--- config.mk ---
export PLATFORM = sky130hd
export DESIGN_NAME = aes_key_exp
export DESIGN_NICKNAME = d
export VERILOG_FILES = /design/src/design/aes_pkg.sv /design/src/design/aes_key_exp.sv
export SDC_FILE = /design/constraint.sdc
export NUM_CORES = 1
export LEC_CHECK = 0
export BUFFER_PORTS_ARGS = -buffer_cell sky130_fd_sc_hd__buf_2
export CAP_MARGIN = 20
export CORE_ASPECT_RATIO = 0.6
export CORE_MARGIN = 5
export CORE_UTILIZATION = 39
export CTS_BUF_LIST = sky130_fd_sc_hd__clkbuf_8
export DETAILED_ROUTE_END_ITERATION = 16
export GPL_TIMING_DRIVEN = 0
export PLACE_DENSITY = 0.79
export SLEW_MARGIN = 20
export SYNTH_ARGS = -nofsm -noshare
export SYNTH_HDL_FRONTEND = slang
export SYNTH_SLANG_ARGS = --single-unit
export TNS_END_PERCENT = 30
--- constraint.sdc ---
create_clock -name clk -period 1.19 [get_ports clk]
set_input_delay 0.238 -clock clk [delete_from_list [all_inputs] [get_ports clk]]
set_output_delay 0.238 -clock clk [all_outputs]
set_load 0.1 [all_outputs]
--- src/design/aes_pkg.sv ---
// Shared types, constants and round functions for the AES-128 encryption block.
package aes_pkg;

  typedef logic [127:0] blk_t;

  localparam int unsigned NumRounds = 10;
  localparam logic [0:0] CfgKeyLow  = 1'b0;
  localparam logic [0:0] CfgKeyHigh = 1'b1;

  localparam logic [7:0] SBOX [256] = '{
    8'h63,8'h7c,8'h77,8'h7b,8'hf2,8'h6b,8'h6f,8'hc5,8'h30,8'h01,8'h67,8'h2b,8'hfe,8'hd7,8'hab,8'h76,
    8'hca,8'h82,8'hc9,8'h7d,8'hfa,8'h59,8'h47,8'hf0,8'had,8'hd4,8'ha2,8'haf,8'h9c,8'ha4,8'h72,8'hc0,
    8'hb7,8'hfd,8'h93,8'h26,8'h36,8'h3f,8'hf7,8'hcc,8'h34,8'ha5,8'he5,8'hf1,8'h71,8'hd8,8'h31,8'h15,
    8'h04,8'hc7,8'h23,8'hc3,8'h18,8'h96,8'h05,8'h9a,8'h07,8'h12,8'h80,8'he2,8'heb,8'h27,8'hb2,8'h75,
    8'h09,8'h83,8'h2c,8'h1a,8'h1b,8'h6e,8'h5a,8'ha0,8'h52,8'h3b,8'hd6,8'hb3,8'h29,8'he3,8'h2f,8'h84,
    8'h53,8'hd1,8'h00,8'hed,8'h20,8'hfc,8'hb1,8'h5b,8'h6a,8'hcb,8'hbe,8'h39,8'h4a,8'h4c,8'h58,8'hcf,
    8'hd0,8'hef,8'haa,8'hfb,8'h43,8'h4d,8'h33,8'h85,8'h45,8'hf9,8'h02,8'h7f,8'h50,8'h3c,8'h9f,8'ha8,
    8'h51,8'ha3,8'h40,8'h8f,8'h92,8'h9d,8'h38,8'hf5,8'hbc,8'hb6,8'hda,8'h21,8'h10,8'hff,8'hf3,8'hd2,
    8'hcd,8'h0c,8'h13,8'hec,8'h5f,8'h97,8'h44,8'h17,8'hc4,8'ha7,8'h7e,8'h3d,8'h64,8'h5d,8'h19,8'h73,
    8'h60,8'h81,8'h4f,8'hdc,8'h22,8'h2a,8'h90,8'h88,8'h46,8'hee,8'hb8,8'h14,8'hde,8'h5e,8'h0b,8'hdb,
    8'he0,8'h32,8'h3a,8'h0a,8'h49,8'h06,8'h24,8'h5c,8'hc2,8'hd3,8'hac,8'h62,8'h91,8'h95,8'he4,8'h79,
    8'he7,8'hc8,8'h37,8'h6d,8'h8d,8'hd5,8'h4e,8'ha9,8'h6c,8'h56,8'hf4,8'hea,8'h65,8'h7a,8'hae,8'h08,
    8'hba,8'h78,8'h25,8'h2e,8'h1c,8'ha6,8'hb4,8'hc6,8'he8,8'hdd,8'h74,8'h1f,8'h4b,8'hbd,8'h8b,8'h8a,
    8'h70,8'h3e,8'hb5,8'h66,8'h48,8'h03,8'hf6,8'h0e,8'h61,8'h35,8'h57,8'hb9,8'h86,8'hc1,8'h1d,8'h9e,
    8'he1,8'hf8,8'h98,8'h11,8'h69,8'hd9,8'h8e,8'h94,8'h9b,8'h1e,8'h87,8'he9,8'hce,8'h55,8'h28,8'hdf,
    8'h8c,8'ha1,8'h89,8'h0d,8'hbf,8'he6,8'h42,8'h68,8'h41,8'h99,8'h2d,8'h0f,8'hb0,8'h54,8'hbb,8'h16};

  localparam logic [7:0] RCON [NumRounds] = '{
    8'h01,8'h02,8'h04,8'h08,8'h10,8'h20,8'h40,8'h80,8'h1b,8'h36};

  function automatic logic [7:0] xtime(input logic [7:0] v);
    xtime = {v[6:0], 1'b0} ^ (v[7] ? 8'h1b : 8'h00);
  endfunction

  function automatic blk_t next_key(input blk_t p, input logic [7:0] rc);
    logic [31:0] t;
    blk_t k;
    t = {SBOX[p[103:96]], SBOX[p[127:120]], SBOX[p[119:112]], SBOX[p[111:104]] ^ rc};
    k[31:0] = p[31:0] ^ t;
    for (int w = 1; w < 4; w++) begin
      k[32*w +: 32] = k[32*(w-1) +: 32] ^ p[32*w +: 32];
    end
    next_key = k;
  endfunction

  function automatic blk_t enc_round(input blk_t s, input logic last);
    blk_t sh;
    blk_t o;
    logic [7:0] a0, a1, a2, a3, al;
    for (int c = 0; c < 4; c++) begin
      for (int r = 0; r < 4; r++) begin
        sh[8*(4*c+r) +: 8] = SBOX[s[8*(4*((c+r)%4)+r) +: 8]];
      end
    end
    for (int c = 0; c < 4; c++) begin
      a0 = sh[32*c +: 8];
      a1 = sh[32*c+8 +: 8];
      a2 = sh[32*c+16 +: 8];
      a3 = sh[32*c+24 +: 8];
      al = a0 ^ a1 ^ a2 ^ a3;
      o[32*c +: 8]    = a0 ^ al ^ xtime(a0 ^ a1);
      o[32*c+8 +: 8]  = a1 ^ al ^ xtime(a1 ^ a2);
      o[32*c+16 +: 8] = a2 ^ al ^ xtime(a2 ^ a3);
      o[32*c+24 +: 8] = a3 ^ al ^ xtime(a3 ^ a0);
    end
    enc_round = last ? sh : o;
  endfunction

endpackage

--- src/design/aes_key_exp.sv ---
// Key register loaded through the configuration port.
module aes_key_exp (
  input  logic                 clk,
  input  logic                 rst_n,
  input  logic                 cfg_we,
  input  logic [0:0]           cfg_idx,
  input  logic [63:0]          cfg_wdata,
  output aes_pkg::blk_t        cur_key
);
  import aes_pkg::*;

  blk_t key_r;

  always_ff @(posedge clk) begin
    if (!rst_n) begin
      key_r <= '0;
    end else if (cfg_we) begin
      unique case (cfg_idx)
        CfgKeyLow:  key_r[63:0]   <= cfg_wdata;
        CfgKeyHigh: key_r[127:64] <= cfg_wdata;
        default: ;
      endcase
    end
  end

  assign cur_key = key_r;
endmodule

==> results.md, run 1 <==
- Buffers on Ports: between 150 and 200
- N_diodes: 0
- Residual DRC: 0
- Final Cycle Share: 102%
- P&R area growth vs syn: 80.5%
- Die area: 0.0148 mm^2
- GRT overflow: 0
- Top cell type by total area after synthesis: dfxtp_1
- Fillers: between 700 and 800
- Top delay family on crit path: flip-flops
- Hold-fix buffers at CTS: 0
- ANT nets after route: 0
- CP endpoint kind: output pin
- Max_slew headroom: around 66%
- Max Clock Freq: just over 800 MHz
- Post-Syn Instances: 485
- Arr. time, crit path: between 0.9 and 1 ns
- Crit-path cells: buf_12
- Slowest CP cell: dfxtp_2
- CTS buffer count: 17
- Most common cell after layout, fill and taps aside: nand2_1
- First-pass GRT wire length: 25500 um
- LEAKAGE: 3.68 nW
- Finished Layout Cells: 889
- DR iter-0 viols: ~180
- Seq/Total Area, Yosys: a little over half
- Root buffer cell: clkbuf_8
- Vias: roughly 4.3k
- CTS tree: done
- # clock sinks: 128
- Number of global-route vias before repair: approximately 4.7k
- Post-DP HPWL: around 9900 um
- # Max-Cap Violations: 0
- Hold Vio Cnt, Final: 0
- Final wirelength: roughly 16000 um
- RSZ-0062 raised after global routing: yes
- CP Max Fanout: 2
- DP Area: between 0.006 and 0.007 mm^2
- Final setup fails: 51
- Placed insts: approximately 840
- Clk slew on worst S/H paths: 0.08 ns
- Least-Margin Pin Slew: slightly above 0.5 ns
- Worst clock skew: 0 ns
- Aggregate global-route resource usage: 22.0%
- Slew Viols, Final: 0
- Critical Path Start Type: flip-flop
- First drt pass iteration count: 4
- Fin crit period: 1.21 ns
- Share of layout cells above drive strength 1: a little under three fifths
- Syn Nets: 553
- Metal2 WL: between 8000 and 9000 um
- Wire per inst: roughly 19 um
- Maximum buffer depth of the clock tree: 2
- Met3 Wirelength: about 1100 um
- Failing checks: setup timing
- Clk_lat worst skew: just over 0.4 ns
- Mapped Avg Cell Area: between 9 and 10 um^2
- Via/cell ratio: between 4 and 5
- DIE HEIGHT: 96.2 um
- # H-tree levels: 4
- VDD IR max: roughly 0.87 mV
- Largest cells by area after synthesis: dfxtp_1 (53%), mux2i_1 (27%), nand2_1 (15%)
- Initial Util: 40.0%
- Most frequent cells in the layout: nand2_1 (192), mux2i_1 (128), buf_12 (128)
- Critical path class: flip-flop to output pin
- Critical path's largest stage delay: around 0.37 ns
- Total power per unit cell area: roughly 1500 mW/mm^2
- Synthesis-stage register bit count: approximately 130
- Post-synth top area share: 53.0%
- Core area: 0.0121 mm^2
- Die width: 154 um
- Buffers and inverters on the worst path: 1
- IO Pins: 196
- CP Data Required Time: 0.95 ns
- Hold WC Path Type: input pin to flip-flop
- Synth warn: 0
- Hold slack: between 0.08 and 0.09 ns
- Setup ws final: -0.0181 ns
- Status: finished with violations
- Largest net degree at the start of global routing: 17
- Cell Area, Synth: 0.00483 mm^2
- Final GP Congestion: approximately 0.78
- Initial antenna violation count: 0
- WL met1: slightly below 7000 um
- Nets: roughly 780
- Cell Rows: 31
- Design area: ~0.0087 mm^2
- Max reg flops: between 100 and 150
- Top Layer Used: met4
- Post-synth cell types: 9
-- metal layers --
layer	track usage [%]	up-vias
li1	-	2040
met1	25.9	2102
met2	37.9	157
met3	7.77	24
met4	7.13	0
met5	0	-
-- area by class of cell --
cell class,instances,area (um^2),area share [%]
sequential,128,2770,31.8
buffer,35,258,2.95
clock inverter,14,238,2.72
multi-input combinational,322,2010,23.1
timing repair buffer,207,2990,34.3
clock buffer,18,248,2.84
tap,165,206,2.37
-- worst register-to-register path, delay by kind of cell, from the launching register on --
kind / cells / cell delay, ns
buffers and inverters: 1 / 0.11
multiplexers: 1 / 0.21
AND/OR/NAND/NOR: 1 / 0.07
flip-flops: 1 / 0.36
-- where the power goes --
| group | switching [mW] | internal [mW] | total, mW |
|---|---|---|---|
| logic | 2.17 | 1.19 | 3.36 |
| registers | 0.254 | 4.53 | 4.78 |
| clock network | 1.77 | 2.77 | 4.55 |
| total | 4.20 | 8.49 | 12.7 |
-- what timing repair did --
action	CTS	global route
endpoints found under the setup margin	128	128
gates cloned	0	0
buffers inserted	5	8
hold endpoints to repair	0	0
resized for setup	602	19
-- worst paths after layout --
| path | startpoint | endpoint | slack (ns) | depth (start not counted) |
|---|---|---|---|---|
| setup / recovery | cur_key[81]$_SDFFE_PN0P_ | cur_key[81] | -0.02 | 1 |
| hold reg to reg | cur_key[44]$_SDFFE_PN0P_ | cur_key[44]$_SDFFE_PN0P_ | 0.48 | 2 |
| hold / removal | cfg_wdata[23] | cur_key[23]$_SDFFE_PN0P_ | 0.09 | 3 |
| setup reg to reg | cur_key[38]$_SDFFE_PN0P_ | cur_key[38]$_SDFFE_PN0P_ | 0.34 | 3 |
-- cells by family (layout without fill, tap and decap cells) --
| group | after synthesis | after routing | share of synthesized area (%) |
|---|---|---|---|
| buf+inv | 35 | 274 | 5.33 |
| flops | 128 | 128 | 53.0 |
| simple gates | 194 | 194 | 15.2 |
| mux | 128 | 128 | 26.5 |
-- through the flow --
stage	util, %	power, mW	worst slack [ns]	setup TNS (ns)
after floorplan	-	6.84	-0.0320	-2.88
after global placement	50.1	7.32	-0.0116	-0.0531
after detailed placement	50.1	7.34	-0.0725	-0.829
after CTS	71.2	12.7	-0.0533	-3.71
after global routing	72.1	13.1	-0.0713	-6.43
final	72.1	12.7	-0.0181	-0.380
-- synthesized netlist by cell type --
cell and number:
clkbuf_1 1, buf_4 1, buf_2 20, buf_6 13, dfxtp_1 128, mux2i_1 128
nand2_1 192, and2_1 1, nor2b_1 1
Power figures use the tool's default switching activity.
==> inputs of run 2 (changes only) <==
--- a/config.mk
+++ b/config.mk
@@ -9,13 +9,13 @@
 export CAP_MARGIN = 20
 export CORE_ASPECT_RATIO = 0.6
 export CORE_MARGIN = 5
-export CORE_UTILIZATION = 39
+export CORE_UTILIZATION = 50
 export CTS_BUF_LIST = sky130_fd_sc_hd__clkbuf_8
 export DETAILED_ROUTE_END_ITERATION = 16
 export GPL_TIMING_DRIVEN = 0
-export PLACE_DENSITY = 0.79
+export PLACE_DENSITY = 0.94
 export SLEW_MARGIN = 20
 export SYNTH_ARGS = -nofsm -noshare
 export SYNTH_HDL_FRONTEND = slang
 export SYNTH_SLANG_ARGS = --single-unit
-export TNS_END_PERCENT = 30
+export TNS_END_PERCENT = 1
==> results.md, run 2 (synthesis gave the netlist of run 1 again) <==
- Status: finished with violations
- Failing checks: setup timing
- Final wirelength: 21900 um (+33%)
- Critical path capture point: cur_key[26]
- CP Max Fanout: 2 (unchanged)
- R2R depth: 3 (unchanged)
- Placement Setup Slack: -0.0522 ns (+0.0203 ns)
- LEAKAGE: 3.63 nW (-1.4%)
- CTS buffer count: 17 (unchanged)
- IO Pins: 196 (unchanged)
- Die area: 0.0118 mm^2 (-20%)
- CP Data Required Time: 0.95 ns (about the same)
- Slew Viols, Final: 0 (unchanged)
- GRT overflow: 0 (unchanged)
- # Max-Cap Violations: 0 (unchanged)
- Critical Path Start Type: flip-flop
- Buffers and inverters on the worst path: 1 (unchanged)
- ANT nets after route: 0 (unchanged)
- Root buffer cell: clkbuf_8
- CP endpoint kind: output pin
- Critical path's largest stage delay: 0.39 ns (+0.02 ns)
- First-pass GRT wire length: 30600 um (+20%)
- Top delay family on crit path: flip-flops
- Most frequent cells in the layout: nand2_1 (192), mux2i_1 (128), buf_12 (128)
- Vias: 4933 (+14%)
- CTS tree: done
- Sequential Area: 0.00281 mm^2 (+1.5%)
- Crit-path cells: buf_12
- Number of global-route vias before repair: 5319 (+13%)
- Clk slew on worst S/H paths: 0.09 ns (about the same)
- RSZ-0062 raised after global routing: yes
- Most common cell after layout, fill and taps aside: nand2_1
- Max Clock Freq: 800 MHz (-3.4%)
- N_diodes: 0 (unchanged)
- Least-Margin Pin Slew: 0.685 ns (+0.177 ns)
- Total power per unit cell area: 1470 mW/mm^2 (+1.3%)
- Crit. Startpoint: cur_key[26]$_SDFFE_PN0P_
- Share of layout cells above drive strength 1: 54.3% (-0.77 points)
- Die width: 137 um (-11%)
- Max reg flops: 128 (unchanged)
- Setup ws final: -0.0601 ns (-0.0419 ns)
- DR iter-0 viols: 413 (+130%)
- # clock sinks: 128 (unchanged)
- # H-tree levels: 4 (unchanged)
- Critical path class: flip-flop to output pin
- RR Endpoint: cur_key[92]$_SDFFE_PN0P_
- Final GP Congestion: 0.827 (+6.7%)
- Final Cycle Share: 105% (+3.5 points)
- Residual DRC: 0 (unchanged)
- Post-DP HPWL: 10000 um (+0.87%)
- First drt pass iteration count: 5 (+1)
- Aggregate global-route resource usage: 34.8% (+13 points)
- Largest net degree at the start of global routing: 17 (unchanged)
- Min-Delay Path Depth: 3 (unchanged)
- Wire per inst: 25.9 um (+40%)
- Fin crit period: 1.25 ns (+0.0419 ns)
- DIE HEIGHT: 86.2 um (-10%)
- Slowest CP cell: dfxtp_2
- RR Startpoint: cur_key[92]$_SDFFE_PN0P_
- Maximum buffer depth of the clock tree: 2 (unchanged)
- Cell Rows: 27 (-13%)
- Placed insts: 809 (-4.1%)
- Final setup fails: 126 (+150%)
- Fillers: 292 (-61%)
- Finished Layout Cells: 844 (-5.1%)
- Multi-input logic area: 0.00201 mm^2 (unchanged)
- VDD IR max: 0.978 mV (+13%)
- Via/cell ratio: 5.84 (+20%)
- Worst clock skew: 0 ns (unchanged)
- Initial Util: 52.0% (+12 points)
- Hold Vio Cnt, Final: 0 (unchanged)
- Worst path depth: 1 (unchanged)
- Clk_lat worst skew: 0.43 ns (+0.02 ns)
- Core area: 0.00929 mm^2 (-23%)
- Nets: 769 (-1.3%)
- Buffers on Ports: 194 (unchanged)
- Arr. time, crit path: 1.01 ns (+0.04 ns)
- Max_slew headroom: 54.3% (-12 points)
- P&R area growth vs syn: 78.5%
- Hold WC Path Type: input pin to flip-flop
- Reg-to-reg slack, setup: 0.37 ns (+0.03 ns)
- Initial antenna violation count: 0 (unchanged)
run 2: cell types whose count changed in the layout (fill, tap and decap cells not counted), sizes merged:
| cell | delta |
|---|---|
| inv | -1 |
| bufinv | -1 |
| buf | -10 |
| clkbuf | +2 |
run 2: how the worst min path moves through the flow:
stage | startpoint | endpoint | slack [ns]
after global routing | cfg_wdata[49] | cur_key[49]$_SDFFE_PN0P_ | 0.08
final | cfg_wdata[49] | cur_key[49]$_SDFFE_PN0P_ | 0.08
after global placement | cur_key[106]$_SDFFE_PN0P_ | cur_key[106]$_SDFFE_PN0P_ | 0.44
after CTS | cfg_wdata[43] | cur_key[43]$_SDFFE_PN0P_ | 0.05
after floorplan | cfg_wdata[0] | cur_key[0]$_SDFFE_PN0P_ | 0.39
after detailed placement | cur_key[12]$_SDFFE_PN0P_ | cur_key[12]$_SDFFE_PN0P_ | 0.44
run 2: layout make-up:
type,count,area share [%]
flip-flops and latches,128,32.6
repair buffers,197,33.8
plain buffers,35,2.99
multi-input cells,322,23.3
clock buffers,20,3.19
clock inverters,12,2.20
well taps,130,1.89
run 2: power breakdown:
| group | internal [mW] | leakage [nW] | switching, mW |
|---|---|---|---|
| clock network | 2.65 | 0.239 | 1.84 |
| logic | 1.17 | 2.28 | 2.27 |
| registers | 4.51 | 1.11 | 0.286 |
| total | 8.32 | 3.63 | 4.39 |
run 2: timing repair:
| item | 4_1_cts | 5_1_grt |
|---|---|---|
| pin swaps | 0 | 0 |
| hold buffers | 0 | 0 |
| endpoints found under the setup margin | 128 | 128 |
| cloned | 0 | 0 |
| buffers inserted | 3 | 0 |
| gates resized for setup | 640 | 35 |
run 2: layer usage:
metal	routed length [um]	up-vias	track usage, %
li1	-	2021	-
met1	7180	2346	34.8
met2	11200	434	64.7
met3	2170	132	11.3
met4	1280	0	17.8
met5	0	-	0
run 2: stage by stage:
step                      hold slack (ns)  setup TNS [ns]  power [mW]  instance area [um^2]  util (%)
after floorplan                     0.395           -4.06        6.83                  4840         -
after global placement              0.439               0        7.27                  5970      64.3
after detailed placement            0.444          -0.271        7.32                  5970      64.3
after CTS                          0.0547           -3.30        12.4                  8540      91.9
after global routing               0.0772           -7.48        13.0                  8630      92.9
final                              0.0783           -3.14        12.7                  8630      92.9
==> inputs of run 3 (changes only) <==
--- a/config.mk
+++ b/config.mk
@@ -14,6 +14,7 @@
 export DETAILED_ROUTE_END_ITERATION = 16
 export GPL_TIMING_DRIVEN = 0
 export PLACE_DENSITY = 0.94
+export SKIP_LAST_GASP = 1
 export SLEW_MARGIN = 20
 export SYNTH_ARGS = -nofsm -noshare
 export SYNTH_HDL_FRONTEND = slang
==> results.md, run 3 (synthesis gave the netlist of run 1 again) <==
- Residual DRC: 0 (unchanged)
- DR iter-0 viols: 290 (-30%)
- Max_slew headroom: 56.0% (+1.7 points)
- Buffers and inverters on the worst path: 1 (unchanged)
- Placed insts: 809 (unchanged)
- Pwr Total: 12.7 mW (-0.23%)
- Clk slew on worst S/H paths: 0.08 ns (about the same)
- Aggregate global-route resource usage: 34.8% (unchanged)
- Failing checks: setup timing
- Status: finished with violations
- CP Max Fanout: 2 (unchanged)
- LEAKAGE: 3.62 nW (-0.17%)
- Buffers on Ports: 194 (unchanged)
- Initial Util: 52.0% (unchanged)
- P&R area growth vs syn: 77.4%
- CP endpoint kind: output pin
- Critical path capture point: cur_key[121]
- Hold WC Path Type: input pin to flip-flop
- Core area: 0.00929 mm^2 (unchanged)
- ANT nets after route: 0 (unchanged)
- Post-layout util: 92.3% (-0.54 points)
- Top delay family on crit path: flip-flops
- RR Startpoint: cur_key[75]$_SDFFE_PN0P_
- Initial antenna violation count: 0 (unchanged)
- # Max-Cap Violations: 0 (unchanged)
- Wire per inst: 24.7 um (-4.6%)
- Crit. Startpoint: cur_key[121]$_SDFFE_PN0P_
- Hold-fix buffers at CTS: 0 (unchanged)
- Total power per unit cell area: 1480 mW/mm^2 (+0.35%)
- First-pass GRT wire length: 30600 um (unchanged)
- Hold Vio Cnt, Final: 0 (unchanged)
- Worst clock skew: 0 ns (unchanged)
- VDD IR max: 0.980 mV (+0.17%)
- Cell Rows: 27 (unchanged)
- Clk_lat worst skew: 0.44 ns (about the same)
- R2R depth: 2 (-1)
- Critical Path Start Type: flip-flop
- Die width: 137 um (unchanged)
- IO Pins: 196 (unchanged)
- Arr. time, crit path: 1.01 ns (about the same)
- Most frequent cells in the layout: nand2_1 (192), mux2i_1 (128), buf_12 (128)
- Setup ws final: -0.0566 ns (+0.00344 ns)
- Number of global-route vias before repair: 5319 (unchanged)
- Via/cell ratio: 5.77 (-1.4%)
- Reg-to-reg slack, setup: 0.39 ns (+0.02 ns)
- Root buffer cell: clkbuf_8
- Fin crit period: 1.25 ns (-0.00344 ns)
- Multi-input logic area: 0.00201 mm^2 (unchanged)
- DIE HEIGHT: 86.2 um (unchanged)
- Slowest CP cell: dfxtp_2
- Share of layout cells above drive strength 1: 54.3% (unchanged)
- Final GP Congestion: 0.827 (unchanged)
- Final setup fails: 128 (+1.6%)
- Nets: 769 (unchanged)
- Least-Margin Pin Slew: 0.660 ns (-0.0252 ns)
- Largest net degree at the start of global routing: 17 (unchanged)
- Maximum buffer depth of the clock tree: 2 (unchanged)
- Final wirelength: 20900 um (-4.6%)
- Finished Layout Cells: 844 (unchanged)
- Post-DP HPWL: 10000 um (unchanged)
- Sequential Area: 0.00276 mm^2 (-1.8%)
- Crit-path cells: buf_12
- Die area: 0.0118 mm^2 (unchanged)
- CTS tree: done
- Max Clock Freq: 802 MHz (+0.28%)
- Final Cycle Share: 105% (-0.29 points)
- RR Endpoint: cur_key[75]$_SDFFE_PN0P_
- Critical path class: flip-flop to output pin
- # H-tree levels: 4 (unchanged)
- Critical path's largest stage delay: 0.38 ns (about the same)
- Fin Setup TNS: -3.86 ns (-0.719 ns)
- # clock sinks: 128 (unchanged)
- GRT overflow: 0 (unchanged)
- Worst path depth: 1 (unchanged)
- CTS buffer count: 17 (unchanged)
- RSZ-0062 raised after global routing: yes
- Max reg flops: 128 (unchanged)
- N_diodes: 0 (unchanged)
- Slew Viols, Final: 0 (unchanged)
- Fillers: 296 (+1.4%)
- Hold Path Origin: cfg_wdata[49]
- Vias: 4866 (-1.4%)
- First drt pass iteration count: 6 (+1)
- Min-Delay Path Depth: 3 (unchanged)
- CP Data Required Time: 0.95 ns (about the same)
- Most common cell after layout, fill and taps aside: nand2_1
[run 3: cell counts in the layout (fill, tap and decap cells not counted)]
No cell type changed its count.
[run 3: report_power, final]
part	switching [mW]	total (mW)	internal [mW]
combinational	2.25	3.42	1.17
clock	1.81	4.45	2.64
sequential	0.282	4.81	4.53
[run 3: through the flow]
stage                     worst slack [ns]  cell area [um^2]  hold WS, ns
after floorplan                    -0.0320              4840        0.395
after global placement              0.0279              5970        0.439
after detailed placement           -0.0522              5970        0.444
after CTS                          -0.0383              8540       0.0547
after global routing               -0.0849              8580       0.0735
final                              -0.0566              8580       0.0725
[run 3: cell type report]
class | count | share of cell area [%]
Clock buffer | 20 | 3.21
Buffer | 35 | 3.00
Sequential cell | 128 | 32.2
Clock inverter | 12 | 2.22
Multi-Input combinational cell | 322 | 23.5
Timing Repair Buffer | 197 | 34.0
Tap cell | 130 | 1.90
[run 3: routing by layer]
metal  wire (um)  global-route usage, %  vias up
met5           0                      0        -
met4        1100                   17.8        0
met3        2020                   11.3      109
met2       10800                   64.7      384
met1        6960                   34.8     2369
li1            -                      -     2004
[run 3: how the worst min path moves through the flow]
stage                                     end  slack (ns)
finish               cur_key[49]$_SDFFE_PN0P_        0.07
detailed placement   cur_key[12]$_SDFFE_PN0P_        0.44
CTS                  cur_key[43]$_SDFFE_PN0P_        0.05
global placement    cur_key[106]$_SDFFE_PN0P_        0.44
global route         cur_key[49]$_SDFFE_PN0P_        0.07
floorplan             cur_key[0]$_SDFFE_PN0P_        0.39
[run 3: what timing repair did]
action	4_1_cts	5_1_grt
hold endpoints to repair	0	0
buffers inserted	3	0
setup endpoints to repair	128	128
resized for setup	640	15
gates cloned	0	0
